### config.mk
export PLATFORM = sky130hd
export DESIGN_NAME = brr_adpcm_decoder_flat
export DESIGN_NICKNAME = d
export VERILOG_FILES = /design/src/brr_pkg.sv /design/src/brr_if.sv /design/src/brr_seq.sv /design/src/brr_emph.sv /design/src/brr_fifo.sv /design/src/brr_adpcm_decoder.sv /design/src/flat_wrapper.sv
export SDC_FILE = /design/constraint.sdc
export NUM_CORES = 1
export LEC_CHECK = 0
export BUFFER_PORTS_ARGS = -buffer_cell sky130_fd_sc_hd__buf_2
export CAP_MARGIN = 15
export CORE_ASPECT_RATIO = 2
export CORE_MARGIN = 2
export CORE_UTILIZATION = 55
export CTS_BUF_LIST = sky130_fd_sc_hd__clkbuf_8
export DETAILED_ROUTE_END_ITERATION = 6
export PLACE_DENSITY = 0.76
export SYNTH_ARGS = -nofsm -noshare
export SYNTH_HDL_FRONTEND = slang
export SYNTH_SLANG_ARGS = --single-unit
export TNS_END_PERCENT = 30
### constraint.sdc
create_clock -name clk_i -period 9.75 [get_ports clk_i]
set_input_delay 0.4875 -clock clk_i [delete_from_list [all_inputs] [get_ports clk_i]]
set_output_delay 0.4875 -clock clk_i [all_outputs]
set_load 0.02 [all_outputs]
### src/brr_pkg.sv
// Package for the BRR ADPCM decoder: shared types, constants and the
// nibble predictor and de-emphasis arithmetic. No dependencies.
package brr_pkg;

  // Nibble sequencer phases
  typedef enum logic [1:0] {
    PH_HI,
    PH_LO,
    PH_FLUSH
  } brr_phase_e;

  // Item passed from the sequencer to the de-emphasis stage
  typedef struct packed {
    logic               flush;   // end-of-stream flush slot, no sample
    logic               clr;     // clear filter state first (stream start)
    logic               fin;     // last sample of the end block
    logic signed [15:0] sample;
  } brr_item_t;

  // One result item
  typedef struct packed {
    logic signed [15:0] sample;
    logic               last;
  } brr_result_t;

  // Headers at or above this code carry an invalid shift
  localparam logic [7:0] HdrBadShift = 8'hD0;

  localparam logic signed [19:0] SampleMax = 20'sd32767;
  localparam logic signed [19:0] SampleMin = -20'sd32768;
  localparam logic signed [19:0] BadShiftNeg = -20'sd2048;

  // De-emphasis taps, oldest first
  localparam logic signed [27:0] EmphCoefOld = 28'sd370;
  localparam logic signed [27:0] EmphCoefMid = 28'sd1305;
  localparam logic signed [27:0] EmphCoefNew = 28'sd374;

  // Predictor filter codes
  localparam logic [1:0] FiltNone = 2'd0;
  localparam logic [1:0] FiltOne  = 2'd1;
  localparam logic [1:0] FiltTwo  = 2'd2;
  localparam logic [1:0] FiltThree = 2'd3;

  // Decode one nibble against the header and two history values.
  // Returns the new 15-bit history value; the output sample is twice it.
  function automatic logic signed [14:0] brr_decode(
    input logic [3:0]         nib,
    input logic [7:0]         hdr,
    input logic signed [14:0] l1,
    input logic signed [14:0] l2
  );
    logic signed [19:0] n20;
    logic signed [19:0] x1;
    logic signed [19:0] x2;
    logic signed [19:0] sc;
    logic signed [19:0] pr;
    logic signed [19:0] acc;
    logic signed [15:0] clamped;
    n20 = {{16{nib[3]}}, nib};
    x1  = {{5{l1[14]}}, l1};
    x2  = {{5{l2[14]}}, l2};
    // scale by the header shift
    if (hdr >= HdrBadShift) begin
      sc = nib[3] ? BadShiftNeg : '0;
    end else begin
      sc = (n20 <<< hdr[7:4]) >>> 1;
    end
    // predictor
    case (hdr[3:2])
      FiltOne:   pr = x1 + ((-x1) >>> 4);
      FiltTwo:   pr = (x1 <<< 1) + ((-(x1 * 20'sd3)) >>> 5) - x2 + (x2 >>> 4);
      FiltThree: pr = (x1 <<< 1) + ((-(x1 * 20'sd13)) >>> 6) - x2
                      + ((x2 * 20'sd3) >>> 4);
      default:   pr = '0;
    endcase
    acc = sc + pr;
    // clamp to 16 bits, then wrap to 15
    if (acc > SampleMax) begin
      clamped = 16'sh7FFF;
    end else if (acc < SampleMin) begin
      clamped = 16'sh8000;
    end else begin
      clamped = acc[15:0];
    end
    return clamped[14:0];
  endfunction

  // Three-tap de-emphasis, sum >> 11 wrapped to 16 bits
  function automatic logic signed [15:0] brr_emph_mix(
    input logic signed [15:0] a,
    input logic signed [15:0] b,
    input logic signed [15:0] c
  );
    logic signed [27:0] sum;
    logic signed [27:0] shifted;
    sum = 28'(a) * EmphCoefOld + 28'(b) * EmphCoefMid + 28'(c) * EmphCoefNew;
    shifted = sum >>> 11;
    return shifted[15:0];
  endfunction

endpackage

### src/brr_if.sv
// Handshake interfaces of the BRR decoder: byte input, sample output and
// configuration write channel. No dependencies.
interface brr_in_if;
  logic       valid;
  logic       ready;
  logic [7:0] data_byte;
  logic       stream_start;
  modport source (output valid, data_byte, stream_start, input ready);
  modport sink   (input valid, data_byte, stream_start, output ready);
endinterface

interface brr_out_if;
  logic               valid;
  logic               ready;
  logic signed [15:0] sample;
  logic               last;
  modport source (output valid, sample, last, input ready);
  modport sink   (input valid, sample, last, output ready);
endinterface

interface brr_cfg_if;
  logic valid;
  logic ready;
  logic deemphasis_on;
  modport source (output valid, deemphasis_on, input ready);
  modport sink   (input valid, deemphasis_on, output ready);
endinterface

### src/brr_seq.sv
// Byte sequencer and nibble decoder: block parsing, history and one nibble
// decode per cycle into a staging register that can take it. Uses brr_pkg, brr_if.
module brr_seq
  import brr_pkg::*;
(
  input  logic       clk_i,
  input  logic       rst_ni,
  brr_in_if.sink     in_i,
  output logic       item_valid_o,
  output brr_item_t  item_o,
  input  logic       item_take_i
);

  logic [3:0]         pos_q, pos_d;
  logic [7:0]         hdr_q, hdr_d;
  logic signed [14:0] hist1_q, hist1_d;
  logic signed [14:0] hist2_q, hist2_d;
  logic               halted_q, halted_d;
  logic               busy_q, busy_d;
  brr_phase_e         phase_q, phase_d;
  logic [7:0]         byte_q, byte_d;
  logic               end_q, end_d;
  logic               clr_pend_q, clr_pend_d;
  logic               p_valid_q, p_valid_d;
  brr_item_t          p_item_q, p_item_d;

  logic               adv;
  logic               last_phase;
  logic               accept;
  logic               eff_halted;
  logic [3:0]         eff_pos;
  logic               is_hdr;
  logic [3:0]         nib;
  logic signed [14:0] dec;

  // Stage advance and input handshake
  assign adv        = busy_q && (!p_valid_q || item_take_i);
  assign last_phase = (phase_q == PH_FLUSH) || (phase_q == PH_LO && !end_q);
  assign in_i.ready = !busy_q || (adv && last_phase);
  assign accept     = in_i.valid && in_i.ready;

  assign eff_halted = halted_q && !in_i.stream_start;
  assign eff_pos    = in_i.stream_start ? 4'd0 : pos_q;
  assign is_hdr     = (eff_pos == 4'd0) || (eff_pos > 4'd8);

  // Nibble decode, high nibble first
  assign nib = (phase_q == PH_HI) ? byte_q[7:4] : byte_q[3:0];
  assign dec = brr_decode(nib, hdr_q, hist1_q, hist2_q);

  // Next state
  always_comb begin
    pos_d      = pos_q;
    hdr_d      = hdr_q;
    hist1_d    = hist1_q;
    hist2_d    = hist2_q;
    halted_d   = halted_q;
    busy_d     = busy_q;
    phase_d    = phase_q;
    byte_d     = byte_q;
    end_d      = end_q;
    clr_pend_d = clr_pend_q;
    p_valid_d  = p_valid_q;
    p_item_d   = p_item_q;

    // drain staging register
    if (item_take_i) begin
      p_valid_d = 1'b0;
    end

    // nibble step
    if (adv) begin
      p_valid_d       = 1'b1;
      p_item_d.flush  = (phase_q == PH_FLUSH);
      p_item_d.clr    = clr_pend_q;
      p_item_d.fin    = (phase_q == PH_LO) && end_q;
      p_item_d.sample = {dec, 1'b0};
      clr_pend_d      = 1'b0;
      if (phase_q != PH_FLUSH) begin
        hist2_d = hist1_q;
        hist1_d = dec;
      end
      if (last_phase) begin
        busy_d = 1'b0;
      end else if (phase_q == PH_HI) begin
        phase_d = PH_LO;
      end else begin
        phase_d = PH_FLUSH;
      end
    end

    // accepted byte
    if (accept) begin
      if (in_i.stream_start) begin
        hist1_d    = '0;
        hist2_d    = '0;
        halted_d   = 1'b0;
        pos_d      = '0;
        clr_pend_d = 1'b1;
      end
      if (!eff_halted) begin
        if (is_hdr) begin
          hdr_d = in_i.data_byte;
          pos_d = 4'd1;
        end else begin
          busy_d  = 1'b1;
          phase_d = PH_HI;
          byte_d  = in_i.data_byte;
          end_d   = (eff_pos == 4'd8) && hdr_q[0];
          if (eff_pos == 4'd8) begin
            pos_d = '0;
            if (hdr_q[0]) begin
              halted_d = 1'b1;
            end
          end else begin
            pos_d = eff_pos + 4'd1;
          end
        end
      end
    end
  end

  // Control registers
  always_ff @(posedge clk_i or negedge rst_ni) begin
    if (!rst_ni) begin
      pos_q      <= '0;
      hdr_q      <= '0;
      hist1_q    <= '0;
      hist2_q    <= '0;
      halted_q   <= 1'b0;
      busy_q     <= 1'b0;
      phase_q    <= PH_HI;
      end_q      <= 1'b0;
      clr_pend_q <= 1'b0;
      p_valid_q  <= 1'b0;
    end else begin
      pos_q      <= pos_d;
      hdr_q      <= hdr_d;
      hist1_q    <= hist1_d;
      hist2_q    <= hist2_d;
      halted_q   <= halted_d;
      busy_q     <= busy_d;
      phase_q    <= phase_d;
      end_q      <= end_d;
      clr_pend_q <= clr_pend_d;
      p_valid_q  <= p_valid_d;
    end
  end

  // Payload registers
  always_ff @(posedge clk_i) begin
    byte_q   <= byte_d;
    p_item_q <= p_item_d;
  end

  assign item_valid_o = p_valid_q;
  assign item_o       = p_item_q;

endmodule

### src/brr_emph.sv
// De-emphasis stage: holds two past samples, filters or passes samples
// through and emits the end-of-stream flush sample. Uses brr_pkg.
module brr_emph
  import brr_pkg::*;
(
  input  logic        clk_i,
  input  logic        rst_ni,
  input  logic        deemph_i,
  input  logic        item_valid_i,
  input  brr_item_t   item_i,
  output logic        item_take_o,
  input  logic        full_i,
  output logic        push_o,
  output brr_result_t push_data_o
);

  logic signed [15:0] older_q, older_d;
  logic signed [15:0] newer_q, newer_d;
  logic               primed_q, primed_d;

  logic signed [15:0] old_eff;
  logic signed [15:0] new_eff;
  logic               primed_eff;
  logic signed [15:0] tap_new;
  logic signed [15:0] mixed;

  assign item_take_o = item_valid_i && !full_i;

  // Stream start drops any held samples
  assign old_eff    = item_i.clr ? '0 : older_q;
  assign new_eff    = item_i.clr ? '0 : newer_q;
  assign primed_eff = item_i.clr ? 1'b0 : primed_q;

  assign tap_new = item_i.flush ? '0 : item_i.sample;
  assign mixed   = brr_emph_mix(old_eff, new_eff, tap_new);

  always_comb begin
    older_d     = older_q;
    newer_d     = newer_q;
    primed_d    = primed_q;
    push_o      = 1'b0;
    push_data_o = '{sample: mixed, last: 1'b0};
    if (item_take_o) begin
      older_d  = old_eff;
      newer_d  = new_eff;
      primed_d = primed_eff;
      if (item_i.flush) begin
        // flush held sample against a zero
        if (deemph_i) begin
          push_o      = 1'b1;
          push_data_o = '{sample: mixed, last: 1'b1};
          older_d     = '0;
          newer_d     = '0;
          primed_d    = 1'b0;
        end
      end else if (!deemph_i) begin
        // pass-through, filter state cleared
        push_o      = 1'b1;
        push_data_o = '{sample: item_i.sample, last: item_i.fin};
        older_d     = '0;
        newer_d     = '0;
        primed_d    = 1'b0;
      end else begin
        push_o   = primed_eff;
        older_d  = new_eff;
        newer_d  = item_i.sample;
        primed_d = 1'b1;
      end
    end
  end

  always_ff @(posedge clk_i or negedge rst_ni) begin
    if (!rst_ni) begin
      older_q  <= '0;
      newer_q  <= '0;
      primed_q <= 1'b0;
    end else begin
      older_q  <= older_d;
      newer_q  <= newer_d;
      primed_q <= primed_d;
    end
  end

endmodule

### src/brr_fifo.sv
// Two-entry result queue that drives the sample output channel.
// Uses brr_pkg, brr_if.
module brr_fifo
  import brr_pkg::*;
(
  input  logic        clk_i,
  input  logic        rst_ni,
  input  logic        push_i,
  input  brr_result_t data_i,
  output logic        full_o,
  brr_out_if.source   out_o
);

  brr_result_t mem_q [2];
  logic        wr_ptr_q, wr_ptr_d;
  logic        rd_ptr_q, rd_ptr_d;
  logic [1:0]  count_q, count_d;
  logic        pop;
  brr_result_t head;

  assign full_o    = (count_q == 2'd2);
  assign pop       = out_o.valid && out_o.ready;
  assign head      = mem_q[rd_ptr_q];
  assign out_o.valid  = (count_q != 2'd0);
  assign out_o.sample = head.sample;
  assign out_o.last   = head.last;

  // Pointer and fill bookkeeping
  always_comb begin
    wr_ptr_d = wr_ptr_q;
    rd_ptr_d = rd_ptr_q;
    count_d  = count_q;
    if (push_i) begin
      wr_ptr_d = ~wr_ptr_q;
    end
    if (pop) begin
      rd_ptr_d = ~rd_ptr_q;
    end
    if (push_i && !pop) begin
      count_d = count_q + 2'd1;
    end else if (pop && !push_i) begin
      count_d = count_q - 2'd1;
    end
  end

  always_ff @(posedge clk_i or negedge rst_ni) begin
    if (!rst_ni) begin
      wr_ptr_q <= 1'b0;
      rd_ptr_q <= 1'b0;
      count_q  <= '0;
    end else begin
      wr_ptr_q <= wr_ptr_d;
      rd_ptr_q <= rd_ptr_d;
      count_q  <= count_d;
    end
  end

  // Entry storage
  always_ff @(posedge clk_i) begin
    if (push_i) begin
      mem_q[wr_ptr_q] <= data_i;
    end
  end

endmodule

### src/brr_adpcm_decoder.sv
// BRR ADPCM decoder top level: configuration register and the sequencer,
// de-emphasis and result queue stages. Uses brr_pkg and brr_if.
//
// Decodes a BRR stream one byte per transaction. A header byte gives no
// sample. A data byte holds the input for its high and low nibble slots,
// since the single predictor decodes one nibble per cycle while the staging
// register can take it (the new history value of the high nibble feeds the
// low one); a byte that ends the end block also holds it for the de-emphasis
// flush slot. The next byte is accepted as the last slot of the current byte
// advances. After its nibble is decoded, a sample passes the staging
// register, then the two-entry result queue, with the de-emphasis stage
// combinational between them.
// With de-emphasis on, output runs one sample behind until the end block
// flushes. The configuration channel is always ready and must be written
// only while the decoder is idle.
module brr_adpcm_decoder
  import brr_pkg::*;
(
  input  logic       clk_i,
  input  logic       rst_ni,
  brr_cfg_if.sink    cfg_i,
  brr_in_if.sink     in_i,
  brr_out_if.source  out_o
);

  logic        deemph_q, deemph_d;
  logic        item_valid;
  brr_item_t   item;
  logic        item_take;
  logic        full;
  logic        push;
  brr_result_t push_data;

  // Configuration register
  assign cfg_i.ready = 1'b1;
  assign deemph_d    = (cfg_i.valid && cfg_i.ready) ? cfg_i.deemphasis_on : deemph_q;

  always_ff @(posedge clk_i or negedge rst_ni) begin
    if (!rst_ni) begin
      deemph_q <= 1'b0;
    end else begin
      deemph_q <= deemph_d;
    end
  end

  brr_seq u_seq (
    .clk_i        (clk_i),
    .rst_ni       (rst_ni),
    .in_i         (in_i),
    .item_valid_o (item_valid),
    .item_o       (item),
    .item_take_i  (item_take)
  );

  brr_emph u_emph (
    .clk_i        (clk_i),
    .rst_ni       (rst_ni),
    .deemph_i     (deemph_q),
    .item_valid_i (item_valid),
    .item_i       (item),
    .item_take_o  (item_take),
    .full_i       (full),
    .push_o       (push),
    .push_data_o  (push_data)
  );

  brr_fifo u_fifo (
    .clk_i  (clk_i),
    .rst_ni (rst_ni),
    .push_i (push),
    .data_i (push_data),
    .full_o (full),
    .out_o  (out_o)
  );

endmodule

### src/flat_wrapper.sv
// flat-port wrapper written by rule: the top's interface ports become plain ports
module brr_adpcm_decoder_flat import brr_pkg::*;
  (clk_i, rst_ni, cfg_i_valid, cfg_i_deemphasis_on, cfg_i_ready, in_i_valid, in_i_data_byte, in_i_stream_start, in_i_ready, out_o_valid, out_o_sample, out_o_last, out_o_ready);
  brr_cfg_if cfg_i_i ();
  brr_in_if in_i_i ();
  brr_out_if out_o_i ();
  input  logic clk_i;
  input  logic rst_ni;
  input wire logic [$bits(cfg_i_i.valid)-1:0] cfg_i_valid;
  input wire logic [$bits(cfg_i_i.deemphasis_on)-1:0] cfg_i_deemphasis_on;
  output wire logic [$bits(cfg_i_i.ready)-1:0] cfg_i_ready;
  input wire logic [$bits(in_i_i.valid)-1:0] in_i_valid;
  input wire logic [$bits(in_i_i.data_byte)-1:0] in_i_data_byte;
  input wire logic [$bits(in_i_i.stream_start)-1:0] in_i_stream_start;
  output wire logic [$bits(in_i_i.ready)-1:0] in_i_ready;
  output wire logic [$bits(out_o_i.valid)-1:0] out_o_valid;
  output wire logic [$bits(out_o_i.sample)-1:0] out_o_sample;
  output wire logic [$bits(out_o_i.last)-1:0] out_o_last;
  input wire logic [$bits(out_o_i.ready)-1:0] out_o_ready;
  assign cfg_i_i.valid = cfg_i_valid;
  assign cfg_i_i.deemphasis_on = cfg_i_deemphasis_on;
  assign cfg_i_ready = cfg_i_i.ready;
  assign in_i_i.valid = in_i_valid;
  assign in_i_i.data_byte = in_i_data_byte;
  assign in_i_i.stream_start = in_i_stream_start;
  assign in_i_ready = in_i_i.ready;
  assign out_o_valid = out_o_i.valid;
  assign out_o_sample = out_o_i.sample;
  assign out_o_last = out_o_i.last;
  assign out_o_i.ready = out_o_ready;
  brr_adpcm_decoder u_core (.clk_i(clk_i), .rst_ni(rst_ni), .cfg_i(cfg_i_i), .in_i(in_i_i), .out_o(out_o_i));
endmodule
==> impl_results.md <==
- Number of distinct library cells after synthesis: 80
- Met2 usage: 56.43%
- FMAX: between 100 and 150 MHz
- DRT Pass-1 Iters: 7
- Crit share post-route: 95.56%
- Critical Path Max Stage Delay: 0.50 ns
- Starting Density: 55.55%
- Post-synthesis sequential area ratio: 16.77%
- Total GRT Usage: 29.23%
- Buf/Inv on CP: 5
- HPWL Detailed: roughly 53000 um
- Layout area overhead: 6.380%
- First-pass GRT wire length: 100100 um
- GPL Wtd Cong: 0.9878
- EDFF count, synth: 60
- GR peak layer: met2
- CTS buffer count: 17
- Crit Path Max Fanout: 16
- Diodes inserted: 0
- CP arrival: 9.69 ns
- Slew headroom: 29.15%
- Final setup viols: 0
- Max-cap violations: 0
- Delay-heaviest family, CP: compound AO/OA/AOI/OAI gates
- Grt total ovfl: 0
- Setup TNS: 0 ns
- Minimum clock period after layout: 9.317 ns
- Asr flop ratio synth: 58.90%
- Vias in the first global route: a little under 20000
- Mapped Area: ~24000 um2
- Syn Inst Count: 2424
- IO Pins: 35
- Critical path endpoint category: register
- Num rows: 107
- Core area: 42440 um2
- Total wire length: 62130 um
- Share of layout cells above drive strength 1: 7.393%
- Die width: 150.4 um
- RSZ-0062 raised after global routing: false
- Pin count of the biggest net entering global routing: 58
- Initial antenna violation count: 0
- Met1 usage: 25.93%
- Slowest stage cell, crit path: dfrtp_1
- CTS sink cnt: 146
- Ys flop type: dfrtp_1
- Net count reported at finish: 3189
- Die Footprint: 44630 um2
- Vias: approximately 18000
- DRC Markers: 0
- Final slew viol count: 0
- Yosys reg bits: 146
- Setup Buffers After CTS: 0
- DRT antenna net count: 0
- Post-synthesis area per instance: a little under 10 um2
- Die Y: 296.8 um
- Clock Latency Late Sink: 0.50 ns
- # fillers: 3530
- Hold WC Path Type: in2reg
- Crit start category: register
- CTS root buf: clkbuf_8
- GR met3 Demand/Resource: between 3 and 4%
- Status: finished, final reports clean
- CTS tree: done
- Post-DR wirelength/cell: 20.48 um
- Clock Skews: between 0.015 and 0.02 ns
- Via density: 5.904
- Critical Path RT: 10.12 ns
- Final Hold Vio Count: 0
- Kind of critical path: reg2reg
- DRT iter0 DRCs: 883
- Clock slew at reported path FFs: 0.10 ns
- Cell repeated most along the worst path: ha_1
- IO Port Bufs: 33
- Synth Warn #: 0
- Htree depth: 4
- Measured slew at the worst slew-check pin: 1.033 ns
- Max Buffers Root-to-Sink: 2
## worst register-to-register path, delay by kind of cell (launching register included)
family | cells | cell delay (ns)
AOI/OAI and AO/OA | 15 | 3.32
xor gates and xnor gates | 1 | 0.08
adders and majority gates | 9 | 3.31
buffers and inverters | 5 | 0.60
DFF | 1 | 0.50
and+or+nand+nor | 12 | 1.39
## logic make-up (layout without fill, tap and decap cells)
kind of cell / Yosys count / count (layout) / share of synthesized area [%]
simple gates: 517 / 517 / 10.69
fa+ha+maj: 698 / 698 / 45.42
mux: 41 / 41 / 1.889
flops: 146 / 146 / 16.77
other cells: 1 / 3 / 0.01591
compound gates: 447 / 447 / 12.84
xor+xnor: 149 / 149 / 5.536
buf+inv: 425 / 488 / 6.826
## metrics by stage
stage	instance area (um2)	worst slack, ns	std cells	hold WS (ns)	utilization, %
after floorplan	23580	1.001	2426	0.1919	-
after global placement	24590	0.5392	3001	0.4622	57.94
after detailed placement	24590	0.3067	3001	0.4764	57.94
after CTS	25060	0.2890	3034	0.1504	59.05
after global routing	25080	0.007153	3034	0.1646	59.09
final	25080	0.4331	3034	0.1729	59.09
## layout by cell type (no fill, tap or decap), types with 13 or more instances in the layout
cell type  netlist  routed
ha_1           435     435
inv_1          376     376
fa_1           263     263
nand2_1        138     138
a21oi_1        133     132
nor2_1         121     119
xnor2_1        102     102
dfrtp_1         86      86
o21ai_0         82      81
nor2b_1         72      72
edfxtp_1        60      60
xor2_1          47      47
buf_4            1      45
nor3_1          44      44
a21o_1          36      36
a22o_1          35      35
nand3_1         32      32
buf_2            2      32
nand2b_1        29      29
mux2_2          28      28
o21a_1          24      24
clkbuf_8         0      18
and2_1          16      16
nand4_1         14      14
o211ai_1        14      14
a21oi_2         13      13
mux2i_1         13      13
## final timing paths
path	depth (start not counted)	endpoint	from	slack (ns)
max in group asynchronous	3	u_core.u_seq.hist1_q[0]	rst_ni	8.04
min	1	u_core.u_seq.byte_q[1]	in_i_data_byte[1]	0.17
min reg2reg	1	u_core.u_seq.item_valid_o	u_core.u_seq.busy_q	0.49
max reg2reg	42	u_core.u_seq.hist1_q[3]	u_core.u_seq.hist1_q[5]	0.43
max	42	u_core.u_seq.hist1_q[3]	u_core.u_seq.hist1_q[5]	0.43
min in group asynchronous	2	u_core.u_seq.hist2_q[14]	rst_ni	0.47
## routing by layer
layer	share of wire, %	wire [um]	up-vias
met5	0	0	-
li1	-	-	8297
met1	30	18790	8797
met2	56	35060	523
met4	11	6528	0
met3	2.8	1740	296
## final cells by class
| cell class | count | area [um2] | area share (%) |
|---|---|---|---|
| Inverter | 378 | 1419 | 5.658 |
| Tap cell | 545 | 681.9 | 2.719 |
| Timing Repair Buffer | 78 | 508.0 | 2.026 |
| Clock buffer | 18 | 247.7 | 0.9879 |
| Sequential cell | 146 | 3954 | 15.77 |
| Multi-Input combinational cell | 1855 | 18050 | 71.99 |
| Clock inverter | 14 | 214.0 | 0.8532 |
## sequential cells by signal (all words and copies together), names as in the netlist, 2 cells and up
signal / flops
u_core.u_seq.hist1_q: 15
u_core.u_emph.newer_q: 16
u_core.u_emph.older_q: 16
u_core.u_seq.phase_q: 2
u_core.u_seq.item_o: 18
u_core.u_fifo.count_q: 2
u_core.u_seq.pos_q: 4
u_core.u_seq.hist2_q: 15
u_core.u_seq.byte_q: 8
u_core.u_seq.hdr_q: 7
u_core.u_fifo.mem_q: 34
## what timing repair did
action                                 CTS  global route
endpoints found under the hold margin   29             0
hold buffers                             1             0
resized for setup                        0             5
setup endpoints to repair                0             8
## cell usage after synthesis, types with 14 or more instances
master,n,area share (%)
nand4_1,14,0.37
dfrtp_1,86,9.1
edfxtp_1,60,7.6
nand3_1,32,0.68
o211ai_1,14,0.45
and2_1,16,0.42
a21o_1,36,1.1
o21ai_0,82,1.7
ha_1,435,23
o21a_1,24,0.76
fa_1,263,22
inv_1,376,6.0
clkbuf_1,39,0.62
nor2b_1,72,1.9
nand2b_1,29,0.77
a21oi_1,133,2.8
nor2_1,121,1.9
xnor2_1,102,3.8
nand2_1,138,2.2
mux2_2,28,1.3
a22o_1,35,1.3
xor2_1,47,1.7
nor3_1,44,0.93
Power is left out: the tool's default activity adds up to more than one toggle a clock period on the data nets, which glitch-free logic cannot reach.
